<file path="config.mk">
export PLATFORM = sky130hd
export DESIGN_NAME = tla_cell_row
export DESIGN_NICKNAME = d
export VERILOG_FILES = /design/src/rtl/tla_cell.sv /design/src/rtl/tla_cell_row.sv
export SDC_FILE = /design/constraint.sdc
export NUM_CORES = 1
export LEC_CHECK = 0
export ABC_AREA = 1
export BUFFER_PORTS_ARGS = -buffer_cell sky130_fd_sc_hd__buf_2
export CORE_MARGIN = 5
export CORE_UTILIZATION = 35
export DETAILED_ROUTE_END_ITERATION = 6
export MAX_ROUTING_LAYER = met4
export PLACE_DENSITY_LB_ADDON = 0.08
export SLEW_MARGIN = 20
export SYNTH_ARGS = -nofsm -noshare
export SYNTH_HDL_FRONTEND = slang
export SYNTH_SLANG_ARGS = --single-unit
export TNS_END_PERCENT = 50
</file>
<file path="constraint.sdc">
create_clock -name clk -period 4.9 [get_ports clk]
set_input_delay 0.245 -clock clk [delete_from_list [all_inputs] [get_ports clk]]
set_output_delay 0.245 -clock clk [all_outputs]
set_load 0.02 [all_outputs]
</file>
<file path="src/rtl/tla_cell.sv">
// ============================================================================
// tla_cell - one column cell of the generation engine
// Holds the upper and middle row bits of its column, shows its three-bit
// column to both neighbors and computes the next state of the middle bit.
// ============================================================================
module tla_cell (
  input  logic       clk,
  input  logic       shift_en,
  input  logic       bot_in,
  input  logic [2:0] west_col,
  input  logic [2:0] east_col,
  output logic [2:0] col_out,
  output logic       next_cell
);

  logic       top_r;
  logic       mid_r;
  logic [3:0] live_cnt;

  // advance the window one row: top <- mid <- incoming row bit
  always_ff @(posedge clk) begin
    if (shift_en) begin
      top_r <= mid_r;
      mid_r <= bot_in;
    end
  end

  assign col_out = {top_r, mid_r, bot_in};

  assign live_cnt = 4'(west_col[2]) + 4'(west_col[1]) + 4'(west_col[0])
                  + 4'(east_col[2]) + 4'(east_col[1]) + 4'(east_col[0])
                  + 4'(top_r) + 4'(bot_in);

  // B3/S23
  assign next_cell = (live_cnt == 4'd3) | (mid_r & (live_cnt == 4'd2));

endmodule

</file>
<file path="src/rtl/tla_cell_row.sv">
// ============================================================================
// tla_cell_row - ring of column cells
// Chains COLS cells with wrapped east/west links and returns the next
// generation of the middle row.
// ============================================================================
module tla_cell_row #(
  parameter int COLS = 64
) (
  input  logic            clk,
  input  logic            shift_en,
  input  logic [COLS-1:0] bot_row,
  output logic [COLS-1:0] next_row
);

  logic [2:0] col_bits [COLS];

  for (genvar c = 0; c < COLS; c++) begin : g_cell
    tla_cell u_cell (
      .clk       (clk),
      .shift_en  (shift_en),
      .bot_in    (bot_row[c]),
      .west_col  (col_bits[(c + COLS - 1) % COLS]),
      .east_col  (col_bits[(c + 1) % COLS]),
      .col_out   (col_bits[c]),
      .next_cell (next_row[c])
    );
  end

endmodule

</file>
==> reports/results.txt <==
Number of antenna violations at the first check in global routing: 3. The run gives 0 as the final-report max-slew violation count. The critical path is of the flip-flop to output port type. The sequential element share of the synthesized area was 22.8%; the number of design rule violations left after detail routing was 0. Based on the critical path, the design can be clocked at up to 0.256 GHz. Of the cells placed in the final design, the portion with a size suffix greater than 1 is 7.29%.

For the top-level I/O count, the log shows 130. Setup repair after global routing left no endpoint under its margin. Traced cell by cell, the critical path runs through ha_1 > inv_1 > fa_1 > fa_1 > inv_1 > fa_1 > inv_1 > fa_1 > inv_1 > nand2_1 > nor2_1 > nand2_1 > inv_1 > buf_2.

Counting tap cells, the placed design contains a total of 2,621 instances. The number of instances resized during post-cts repair came out at 0. The number of failing hold endpoints at the final stage was 0. The path class of the tightest hold or removal check is input pin to flip-flop. Once the floorplan was initialized, standard cells occupied 35.4% of the core.

The count of synthesis-stage warnings from yosys is 0. The logs give 11,514 for the via count of the first global-routing pass and 470 ps for the insertion delay of the later-clocked pin in the worst-skew pair. The critical path starts at g_cell[30].u_cell.mid_r.

The largest single stage delay on the critical path is 490 ps. The height of the chip was 230 um. The actual transition at the worst max-transition pin is 1050 ps. The average instance in the mapped netlist occupies 8.71 um^2. After detailed routing, the average wire length per cell comes to 11.3 um. For the total of hold buffers inserted after clock tree synthesis, the log shows 61. TritonCTS built the clock tree. Counting both buffers and inverters, the worst setup path holds a total of 6. The worst min-delay path endpoint is g_cell[36].u_cell.mid_r.

The cell sitting at the root of the clock tree is a sky130_fd_sc_hd__clkbuf_16. Setup violations remaining at the end of the flow were counted as 0. The first global-routing pass estimated 54,400 um of wire. Across every metal layer, demand over resource in global routing totals 13.2%. The count of nets left with antenna violations after detail routing was 0; the final critical-path required period was 3900 ps.

The number of cells on the worst hold path came out at 1. After detailed routing, the number of vias per cell comes to 4.00. Clock tree synthesis inserted a total of 17 buffers. The clock drives 128 sinks.

The logs give 10,851 for the detailed-route via count and 0 for the number of violations of the max-capacitance limit. In the final design database the tool counted 2,600 nets. Counting distinct cell types in the post-synthesis netlist gives 10. The library cell used most frequently in the layout, excluding fill and tap cells, is sky130_fd_sc_hd__inv_1.

The total area inside the core boundary comes to 47,700 um^2. The worst setup path is launched from a flip-flop. The number of buffer cells added on primary ports is 129, and the data required time of the critical path is 4660 ps. The synthesized cell area is 16,900 um^2.

The worst pin sits at a relative slew slack of 30.0%. After floorplanning, the core was divided into 80 placement rows. The run gives 4150 ps as the minimum setup slack among reg-to-reg paths. In the layout the commonest cells are 814 x sky130_fd_sc_hd__inv_1, 276 x sky130_fd_sc_hd__nand2_1, 256 x sky130_fd_sc_hd__fa_1. The worst vdd rail ir drop is 0.000261 V, and the area overhead of the layout relative to synthesis is 12.3%. The run gives 52,700 um^2 as the total die area. The die span in x was 230 um.

The sum of net half-perimeters after detailed placement is 25,800 um. Global routing finished with a remaining overflow of 0. The tools report the summed negative setup slack over all endpoints as 0 ps. In this run the post-CTS setup repair buffer count came out at 0. The detailed-router iteration count before antenna repair came out at 4. The number of cells in the finished layout apart from fillers is 2,716, and the total power density per cell area is 321 nW/um^2.

The pin count of the biggest net entering global routing was 93; the last weighted congestion value of the routability-driven placer was 0.755. Slowest cell on the critical path: sky130_fd_sc_hd__fa_1. Along the worst path, the maximum fanout reaches 4. The final layout contains routed wiring with a total length of 30,800 um. The final hold slack was 44.7 ps. The worst setup path is captured at an output port. The number of nets handed over by synthesis was 2,454. On the critical path the largest part of the delay comes from adder cells.

Cell with the most instances on the worst path: sky130_fd_sc_hd__inv_1. The count of routing violations after the opening detailed-route iteration was 318. After layout, the worst path uses 79.7% of the clock period. Summed over all cells, the static leakage comes to 0.0111 uW. CTS built an H-tree with a depth of 4. In this run the critical register-to-register path is captured at g_cell[0].u_cell.top_r.

Start of the worst register-to-register path: g_cell[0].u_cell.mid_r. STA puts the critical path data arrival time at 3660 ps. Synthesis produced 1,940 cells. In this run, synthesis produced a sequential element count of 128. Maximum clock path buffer count: 2. The startpoint identified for the worst hold timing path is bot_row[36]. The register clock-pin slew on the reported worst setup and hold paths is 50 ps.

For the worst flop-to-flop path, the logic depth is 0. The flow ran to the end, and the final reports show no timing, DRC or antenna violations. The run gives 5.51 ps as the largest clock skew in the final design.
[power breakdown]
group / total, uW / internal (uW) / leakage [uW] / switching [uW]
Sequential: 1390 / 1310 / 0.00125 / 81.0
Combinational: 3510 / 1440 / 0.00957 / 2070
Clock: 1200 / 677 / 0.000255 / 520
Total: 6090 / 3420 / 0.0111 / 2670
[through the flow]
step | worst slack (ps) | utilization, % | power (uW) | instance area (um^2)
finish | 995 | 39.7 | 6090 | 19000
global route | 704 | 39.7 | 6920 | 19000
CTS | 843 | 39.7 | 6280 | 19000
detailed placement | 1400 | 37.4 | 4960 | 17800
global placement | 1440 | 37.4 | 4890 | 17800
floorplan | 1720 | - | 4370 | 16900
[worst max path at each step]
stage                    to  cells past startpoint
2_1_floorplan   next_row[1]                     14
3_3_place_gp   next_row[63]                     11
3_5_place_dp   next_row[63]                     11
4_1_cts        next_row[63]                     11
5_1_grt         next_row[1]                     14
6_report       next_row[31]                     14
[per-layer routing]
layer | GRT usage [%] | vias to the layer above | share of wire (%)
li1 | - | 5679 | -
met1 | 16.8 | 5046 | 48
met2 | 20.9 | 101 | 47
met3 | 3.48 | 25 | 3.7
met4 | 3.70 | 0 | 1.3
met5 | - | - | 0
[area by class of cell]
cell class,instances,area [um^2]
Multi-Input combinational cell,934,9510
Antenna cell,3,7.51
Tap cell,615,769
Clock buffer,20,437
Inverter,814,3060
Fill cell,4852,28800
Sequential cell,128,3840
Timing Repair Buffer,191,1270
Clock inverter,11,73.8
[cells by family after synthesis]
kind of cell	count (synthesis)	synth area share (%)
flops	128	22.8
buf+inv	878	20.9
compound gates	22	0.652
fa+ha+maj	448	44.6
simple gates	464	11.1
[synth_stat cells, drive strengths merged]
| cell | number | area [um^2] |
|---|---|---|
| inv | 814 | 3060 |
| nor2 | 120 | 450 |
| nand3b | 18 | 135 |
| buf | 64 | 480 |
| fa | 256 | 5120 |
| nand3 | 50 | 250 |
| edfxtp | 128 | 3840 |
| nand2 | 276 | 1040 |
| ha | 192 | 2400 |
| a21oi | 22 | 110 |
[sequential cells by signal (all words and copies together) (netlist names)]
| register | flops |
|---|---|
| g_cell.u_cell.mid_r | 64 |
| g_cell.u_cell.top_r | 64 |
Note: power is estimated with default switching activity, not from simulation.
